[src/rtl/stb_pkg.sv]
// Shared types and constants for the soft timer bank.
// No dependencies; used by stb_mod_unit and soft_timer_bank_unit.
package stb_pkg;

  localparam int CNT_W     = 32;
  localparam int STEP_BITS = 2;
  localparam int DIV_STEPS = CNT_W / STEP_BITS;
  localparam int STEP_W    = $clog2(DIV_STEPS);

  localparam int ACT_W    = 3;
  localparam int SLOTF_W  = 2;
  localparam int PERF_W   = 16;
  localparam int IN_DW    = 24;
  localparam int MASK_W   = 4;
  localparam int OUT_DW   = 8;
  localparam int SLOTCMP_W = 5;

  typedef enum logic [ACT_W-1:0] {
    ACT_TICK  = 3'd0,
    ACT_ALLOC = 3'd1,
    ACT_FREE  = 3'd2,
    ACT_SET   = 3'd3,
    ACT_START = 3'd4,
    ACT_STOP  = 3'd5
  } action_t;

  typedef enum logic [3:0] {
    ST_IDLE  = 4'b0001,
    ST_START = 4'b0010,
    ST_WAIT  = 4'b0100,
    ST_OUT   = 4'b1000
  } state_t;

endpackage

[src/rtl/stb_mod_unit.sv]
// Iterative remainder unit: 32-bit dividend modulo a PERIOD_BITS divisor,
// two restoring steps per cycle. Depends on stb_pkg.
module stb_mod_unit #(
  parameter int PERIOD_BITS = 16
) (
  input  logic                           clk,
  input  logic                           rst_n,
  input  logic                           start,
  input  logic [stb_pkg::CNT_W-1:0]      dividend,
  input  logic [PERIOD_BITS-1:0]         divisor,
  output logic                           done,
  output logic [PERIOD_BITS-1:0]         remainder
);

  logic                         busy_r, busy_nxt;
  logic                         done_r, done_nxt;
  logic [stb_pkg::STEP_W-1:0]   cnt_r, cnt_nxt;
  logic [stb_pkg::CNT_W-1:0]    div_r, div_nxt;
  logic [PERIOD_BITS-1:0]       rem_r, rem_nxt;
  logic [PERIOD_BITS-1:0]       dsr_r, dsr_nxt;
  logic [PERIOD_BITS-1:0]       rem_step;
  logic [stb_pkg::CNT_W-1:0]    div_step;

  always_comb begin
    logic [PERIOD_BITS:0] t;
    logic [PERIOD_BITS-1:0] r;
    logic [stb_pkg::CNT_W-1:0] d;
    r = rem_r;
    d = div_r;
    for (int k = 0; k < stb_pkg::STEP_BITS; k++) begin
      t = {r, d[stb_pkg::CNT_W-1]};
      d = {d[stb_pkg::CNT_W-2:0], 1'b0};
      if (t >= {1'b0, dsr_r}) begin
        t = t - {1'b0, dsr_r};
      end
      r = t[PERIOD_BITS-1:0];
    end
    rem_step = r;
    div_step = d;
  end

  always_comb begin
    busy_nxt = busy_r;
    done_nxt = 1'b0;
    cnt_nxt  = cnt_r;
    div_nxt  = div_r;
    rem_nxt  = rem_r;
    dsr_nxt  = dsr_r;
    if (start) begin
      busy_nxt = 1'b1;
      cnt_nxt  = '0;
      div_nxt  = dividend;
      rem_nxt  = '0;
      dsr_nxt  = divisor;
    end else if (busy_r) begin
      div_nxt = div_step;
      rem_nxt = rem_step;
      cnt_nxt = cnt_r + stb_pkg::STEP_W'(1);
      if (cnt_r == stb_pkg::STEP_W'(stb_pkg::DIV_STEPS - 1)) begin
        busy_nxt = 1'b0;
        done_nxt = 1'b1;
      end
    end
  end

  always_ff @(posedge clk) begin
    if (!rst_n) begin
      busy_r <= 1'b0;
      done_r <= 1'b0;
      cnt_r  <= '0;
    end else begin
      busy_r <= busy_nxt;
      done_r <= done_nxt;
      cnt_r  <= cnt_nxt;
    end
  end

  always_ff @(posedge clk) begin
    div_r <= div_nxt;
    rem_r <= rem_nxt;
    dsr_r <= dsr_nxt;
  end

  assign done      = done_r;
  assign remainder = rem_r;

endmodule

[src/rtl/soft_timer_bank_unit.sv]
// Top level of the soft timer bank: slot state, command decode, tick sequencer.
// Depends on stb_pkg and stb_mod_unit.
//
// A bank of SLOTS soft timers on a free-running 32-bit tick count. A tick item
// runs the start and wait states once per slot: the single remainder unit
// resolves two bits of count modulo period per cycle and is reused for every
// slot in turn. Allocate, free, set, start and stop items go straight from idle
// to the output state. One item is in flight at a time; in_tready is low until
// its result has been taken on the output. Only slots 0 to 3 show in fire_mask.
module soft_timer_bank_unit #(
  parameter int SLOTS       = 4,
  parameter int PERIOD_BITS = 16
) (
  input  logic                          clk,
  input  logic                          rst_n,
  input  logic                          in_tvalid,
  output logic                          in_tready,
  // [2:0] action, [4:3] slot, [20:5] period, [21] repeat_req, [23:22] zero
  input  logic [stb_pkg::IN_DW-1:0]     in_tdata,
  output logic                          out_tvalid,
  input  logic                          out_tready,
  // [3:0] fire_mask, [4] status, [6:5] new_slot, [7] zero
  output logic [stb_pkg::OUT_DW-1:0]    out_tdata
);

  localparam int SLOT_W = (SLOTS > 1) ? $clog2(SLOTS) : 1;
  localparam int FIRE_W = (SLOTS > stb_pkg::MASK_W) ? SLOTS : stb_pkg::MASK_W;

  stb_pkg::state_t state_r, state_nxt;

  logic [stb_pkg::CNT_W-1:0]     count_r, count_nxt;
  logic [SLOTS-1:0]              used_r, used_nxt;
  logic [SLOTS-1:0]              run_r, run_nxt;
  logic [SLOTS-1:0]              fired_r, fired_nxt;
  logic [SLOTS-1:0]              rpt_r, rpt_nxt;
  logic [PERIOD_BITS-1:0]        period_r [SLOTS];
  logic [PERIOD_BITS-1:0]        period_nxt [SLOTS];
  logic [SLOT_W-1:0]             idx_r, idx_nxt;
  logic [FIRE_W-1:0]             fire_r, fire_nxt;
  logic                          status_r, status_nxt;
  logic [stb_pkg::SLOTF_W-1:0]   grant_r, grant_nxt;
  logic                          ovalid_r, ovalid_nxt;

  logic [stb_pkg::ACT_W-1:0]     in_action;
  logic [stb_pkg::SLOTF_W-1:0]   in_slot;
  logic [stb_pkg::PERF_W-1:0]    in_period;
  logic                          in_repeat;
  logic [SLOT_W-1:0]             sidx;
  logic                          in_range;
  logic                          free_found;
  logic [SLOT_W-1:0]             free_idx;
  logic                          mod_start;
  logic                          mod_done;
  logic [PERIOD_BITS-1:0]        mod_rem;
  logic                          accept;

  assign in_action = in_tdata[2:0];
  assign in_slot   = in_tdata[4:3];
  assign in_period = in_tdata[20:5];
  assign in_repeat = in_tdata[21];
  assign sidx      = SLOT_W'(in_slot);
  assign in_range  = stb_pkg::SLOTCMP_W'(in_slot) < stb_pkg::SLOTCMP_W'(SLOTS);
  assign in_tready = (state_r == stb_pkg::ST_IDLE);
  assign accept    = in_tvalid && in_tready;
  assign mod_start = (state_r == stb_pkg::ST_START);

  always_comb begin
    free_found = 1'b0;
    free_idx   = '0;
    for (int i = 0; i < SLOTS; i++) begin
      if (!free_found && !used_r[i]) begin
        free_found = 1'b1;
        free_idx   = SLOT_W'(i);
      end
    end
  end

  stb_mod_unit #(
    .PERIOD_BITS(PERIOD_BITS)
  ) u_mod (
    .clk      (clk),
    .rst_n    (rst_n),
    .start    (mod_start),
    .dividend (count_r),
    .divisor  (period_r[idx_r]),
    .done     (mod_done),
    .remainder(mod_rem)
  );

  always_comb begin
    state_nxt  = state_r;
    count_nxt  = count_r;
    used_nxt   = used_r;
    run_nxt    = run_r;
    fired_nxt  = fired_r;
    rpt_nxt    = rpt_r;
    period_nxt = period_r;
    idx_nxt    = idx_r;
    fire_nxt   = fire_r;
    status_nxt = status_r;
    grant_nxt  = grant_r;
    ovalid_nxt = ovalid_r;
    case (state_r)
      stb_pkg::ST_IDLE: begin
        if (accept) begin
          fire_nxt   = '0;
          status_nxt = 1'b0;
          grant_nxt  = '0;
          case (in_action)
            stb_pkg::ACT_TICK: begin
              count_nxt = count_r + stb_pkg::CNT_W'(1);
              idx_nxt   = '0;
              state_nxt = stb_pkg::ST_START;
            end
            stb_pkg::ACT_ALLOC: begin
              if (free_found) begin
                used_nxt[free_idx]  = 1'b1;
                run_nxt[free_idx]   = 1'b0;
                fired_nxt[free_idx] = 1'b0;
                grant_nxt           = stb_pkg::SLOTF_W'(free_idx);
              end else begin
                status_nxt = 1'b1;
              end
            end
            stb_pkg::ACT_FREE: begin
              if (in_range) used_nxt[sidx] = 1'b0;
              else status_nxt = 1'b1;
            end
            stb_pkg::ACT_SET: begin
              if (in_range && used_r[sidx]) begin
                period_nxt[sidx] = PERIOD_BITS'(in_period);
                rpt_nxt[sidx]    = in_repeat;
              end else begin
                status_nxt = 1'b1;
              end
            end
            stb_pkg::ACT_START: begin
              if (in_range) run_nxt[sidx] = 1'b1;
              else status_nxt = 1'b1;
            end
            stb_pkg::ACT_STOP: begin
              if (in_range) run_nxt[sidx] = 1'b0;
              else status_nxt = 1'b1;
            end
            default: begin
              status_nxt = 1'b1;
            end
          endcase
          if (in_action != stb_pkg::ACT_TICK) begin
            ovalid_nxt = 1'b1;
            state_nxt  = stb_pkg::ST_OUT;
          end
        end
      end
      stb_pkg::ST_START: begin
        state_nxt = stb_pkg::ST_WAIT;
      end
      stb_pkg::ST_WAIT: begin
        if (mod_done) begin
          if (used_r[idx_r] && run_r[idx_r] && (period_r[idx_r] != '0) &&
              (mod_rem == '0) && (rpt_r[idx_r] || !fired_r[idx_r])) begin
            fired_nxt[idx_r] = 1'b1;
            fire_nxt[idx_r]  = 1'b1;
          end
          if (idx_r == SLOT_W'(SLOTS - 1)) begin
            ovalid_nxt = 1'b1;
            state_nxt  = stb_pkg::ST_OUT;
          end else begin
            idx_nxt   = idx_r + SLOT_W'(1);
            state_nxt = stb_pkg::ST_START;
          end
        end
      end
      stb_pkg::ST_OUT: begin
        if (out_tready) begin
          ovalid_nxt = 1'b0;
          state_nxt  = stb_pkg::ST_IDLE;
        end
      end
      default: begin
        ovalid_nxt = 1'b0;
        state_nxt  = stb_pkg::ST_IDLE;
      end
    endcase
  end

  always_ff @(posedge clk) begin
    if (!rst_n) begin
      state_r  <= stb_pkg::ST_IDLE;
      count_r  <= '0;
      used_r   <= '0;
      run_r    <= '0;
      fired_r  <= '0;
      rpt_r    <= '0;
      ovalid_r <= 1'b0;
      idx_r    <= '0;
      for (int i = 0; i < SLOTS; i++) begin
        period_r[i] <= '0;
      end
    end else begin
      state_r  <= state_nxt;
      count_r  <= count_nxt;
      used_r   <= used_nxt;
      run_r    <= run_nxt;
      fired_r  <= fired_nxt;
      rpt_r    <= rpt_nxt;
      ovalid_r <= ovalid_nxt;
      idx_r    <= idx_nxt;
      period_r <= period_nxt;
    end
  end

  always_ff @(posedge clk) begin
    fire_r   <= fire_nxt;
    status_r <= status_nxt;
    grant_r  <= grant_nxt;
  end

  assign out_tvalid = ovalid_r;
  assign out_tdata  = {1'b0, grant_r, status_r, fire_r[stb_pkg::MASK_W-1:0]};

endmodule
[config.mk]
export PLATFORM = sky130hd
export DESIGN_NAME = soft_timer_bank_unit
export DESIGN_NICKNAME = d
export VERILOG_FILES = /design/src/rtl/stb_pkg.sv /design/src/rtl/stb_mod_unit.sv /design/src/rtl/soft_timer_bank_unit.sv
export SDC_FILE = /design/constraint.sdc
export NUM_CORES = 1
export LEC_CHECK = 0
export ABC_AREA = 1
export ABC_CLOCK_PERIOD_IN_PS = 6650
export CORE_MARGIN = 3
export CORE_UTILIZATION = 50
export CTS_CLUSTER_SIZE = 30
export DETAILED_ROUTE_END_ITERATION = 8
export DONT_BUFFER_PORTS = 1
export PLACE_DENSITY = 0.69
export SETUP_SLACK_MARGIN = 0.5
export SYNTH_ARGS = -nofsm -noshare
export SYNTH_HDL_FRONTEND = slang
export SYNTH_SLANG_ARGS = --single-unit
[constraint.sdc]
create_clock -name clk -period 6.65 [get_ports clk]
set_input_delay 0.3325 -clock clk [delete_from_list [all_inputs] [get_ports clk]]
set_output_delay 0.3325 -clock clk [all_outputs]
set_load 0.02 [all_outputs]
==> flow_summary_export.csv <==
group,metric,value,unit
status,status,"finished, final reports clean",
clocking,numCtsBuffers,17,
die,num_io_pins,38,
worst_setup_path,crit_fanout,30,
placement,dp_hpwl,19.3,mm
logic_synthesis,synth_edf_count,55,
finish,nets,1574,
finish,diodes,0,
logic_synthesis,synth_top_cell_by_area,"dfxtp_1",
logic_synthesis,syn_avg_cell_area,7.19,µm²
global_route,antenna_found_initial,0,
clocking,cts_max_level,4,
die,die_h,154,µm
drt,ant_nets,0,
clocking,cts-root-buf,"clkbuf_16",
finish,design_area,11700,µm²
sta,finalHoldViolCount,0,
die,dieArea,23900,µm²
placement,pre_cts_slack,2.30,ns
worst_setup_path,cp.arrival,4.79,ns
logic_synthesis,synth-main-ff-cell,"dfxtp_1",
placement,placed_cell_area,11100,µm²
global_route,grt_max_degree,85,
pwr,power_density,289,nW/µm²
worst_setup_path,critical_path.max_stage_delay,0.51,ns
logic_synthesis,synth_top_area_share,25.6,%
finish,syn_to_final_growth,6.42,%
sta,relSlewSlack,19.0,%
pwr,ir_drop,0.000210,V
finish,n_fill_cell,2070,
die,fp.coreArea,21400,µm²
worst_setup_path,cp.required,6.98,ns
logic_synthesis,syn-num-nets,1602,
clocking,clkTransAtPathRegs,0.09,ns
sta,drv_slew,0,
finish,final_cell_mix,"nand2_1, inv_1, dfxtp_1",
drt,drc,0,
global_route,track_usage,23.1,%
finish,finalNonFillerCells,1794,
worst_setup_path,cp_common_cell,"nand2_1",
sta,finalCriticalPeriod,4.46,ns
sta,setup_ws,2.19,ns
worst_hold_path,hp-class,"input pin to flip-flop",
logic_synthesis,syn_area,11000,µm²
worst_setup_path,worstSetupPathType,"flip-flop to flip-flop",
logic_synthesis,ys_ff_latch,196,
pwr,total_power,3.39,mW
logic_synthesis,ys_types,52,
sta,setup_tns,0,ns
sta,fmax,224,MHz
clocking,clock_latency,0.45,ns
drt,vias_per_cell,5.46,
placement,place_congestion,0.957,
worst_setup_path,crit_chain,"inv_1, ha_1, nand2_1, inv_1, a21oi_2, nand3_2, nand2_2, nand2_2, o21ai_0, inv_1, ha_1, nand3_1, nand2_1, nand2_1, nand2_1, nand4_1, nand2_1, nand2_1, nand2_1, nand2_2, nand2_4, nand2_1, nand3_1, nand2_1",
global_route,grt_pass1_wl,45.8,mm
logic_synthesis,synth_cells,1534,
worst_setup_path,slowest_stage,"o21ai_0",
finish,final-seq-area,4470,µm²
logic_synthesis,synth-async-reset-ratio,0,%
placement,dp_cells,1761,
flow_run,cap_violations,0,
die,initial_core_util,51.6,%
die,num_rows,53,
logic_synthesis,ys_seq_area_share,40.6,%
drt,drt_iter0_drc,781,
finish,layout_commonest_cell,"nand2_1",
drt,vias,9791,
drt,drtPass1Iterations,5,
global_route,grt_pass1_vias,9265,
clocking,post_cts_resized,0,
finish,multi_input_area,5580,µm²
finish,drive_above_1_share,5.99,%
logic_synthesis,synth.area.top_cells,"dfxtp_1, edfxtp_1, nand2_1",
drt,drt-wirelength-per-cell,15.3,µm
worst_setup_path,start_kind,"flip-flop",
clocking,cts_sinks,196,
drt,wl,27.5,mm
clocking,cts_tree,"done",
sta,grt_setup_unrepaired,"no",
logic_synthesis,synth_warnings,0,
global_route,gr-total-overflow,0,
sta,worst_pin_slew,1.21,ns
pwr,p_leak,5.09,nW
clocking,clk_path_buf_depth,2,
sta,min_period_over_period,67.0,%
sta,fin_skew,0.0227,ns
die,fp.dieW,154,µm
worst_setup_path,endpoint_kind,"flip-flop",
sta,setup_viol,0,
placement,io_buffers,0,
-- registers in the layout, indices dropped and copies added, names as in the netlist, 2 cells and up --
name             cells
period_r            64
count_r             32
u_mod.div_r         32
u_mod.dsr_r         16
u_mod.remainder     16
fire_r               4
fired_r              4
rpt_r                4
run_r                4
state_r              4
u_mod.cnt_r          4
used_r               4
grant_r              2
idx_r                2
-- layout make-up --
class | instances | area share, %
repair buffers | 5 | 0.341
flip-flops and latches | 196 | 38.1
well taps | 275 | 2.93
inverters | 188 | 6.04
multi-input cells | 1098 | 47.6
clock inverters | 14 | 1.33
clock buffers | 18 | 3.66
-- kinds of logic (layout without fill, tap and decap cells) --
group           Yosys count  in the layout  share of synthesized area [%]
xor+xnor                 38             38                           3.02
compound gates          290            290                           13.8
other cells               1              1                         0.0340
flops                   196            196                           40.6
simple gates            729            729                           29.0
buf+inv                 240            225                           8.84
fa+ha+maj                40             40                           4.68
-- power breakdown --
part / switching [mW] / internal (mW)
Sequential: 0.0909 / 1.30
Clock: 0.527 / 0.507
Combinational: 0.620 / 0.345
Total: 1.24 / 2.15
-- Yosys cell counts (21+ instances only) --
master / count
nand2_1: 402
inv_1: 176
dfxtp_1: 141
a21oi_1: 132
o21ai_0: 120
nor2_1: 112
nand3_1: 103
edfxtp_1: 55
nor3_1: 39
ha_1: 38
clkbuf_1: 24
xor2_1: 22
nand4_1: 21
-- worst max-delay path, delay by kind of cell (launching register included) --
family                   cells  cell delay [ns]
AND/OR/NAND/NOR             17             2.23
AO/OA/AOI/OAI                2             0.70
adder cells (fa/ha/maj)      2             0.63
buffers and inverters        3             0.39
flip-flops                   1             0.36
-- layer usage --
layer	up-vias	GRT usage (%)	wire length, µm
met2	255	37.8	12900
met1	4522	31.8	13000
met3	25	3.30	1190
met4	0	7.15	363
li1	4989	-	-
met5	-	0	0
-- worst paths after layout --
kind	startpoint	endpoint	slack [ns]	cells after the start
max	u_mod.dsr_r[8]$_DFFE_PP_	u_mod.remainder[10]$_SDFFE_PP0P_	2.19	24
min	rst_n	period_r[33]$_SDFFE_PN0P_	0.01	2
max reg2reg	u_mod.dsr_r[8]$_DFFE_PP_	u_mod.remainder[10]$_SDFFE_PP0P_	2.19	24
min reg2reg	u_mod.cnt_r[3]$_SDFFE_PP0P_	u_mod.done$_SDFF_PP0_	0.46	2
-- timing repair --
item,4_1_cts,5_1_grt
hold endpoints to repair,2,0
setup buffers,0,0
hold buffers,1,0
-- per-stage QoR --
step           hold WS [ns]  util (%)
2_1_floorplan         0.435         -
3_3_place_gp          0.438      52.2
3_5_place_dp          0.435      52.2
4_1_cts             0.00659      55.0
5_1_grt              0.0159      55.0
6_report             0.0141      55.0
(Power assumes the default switching activity.)
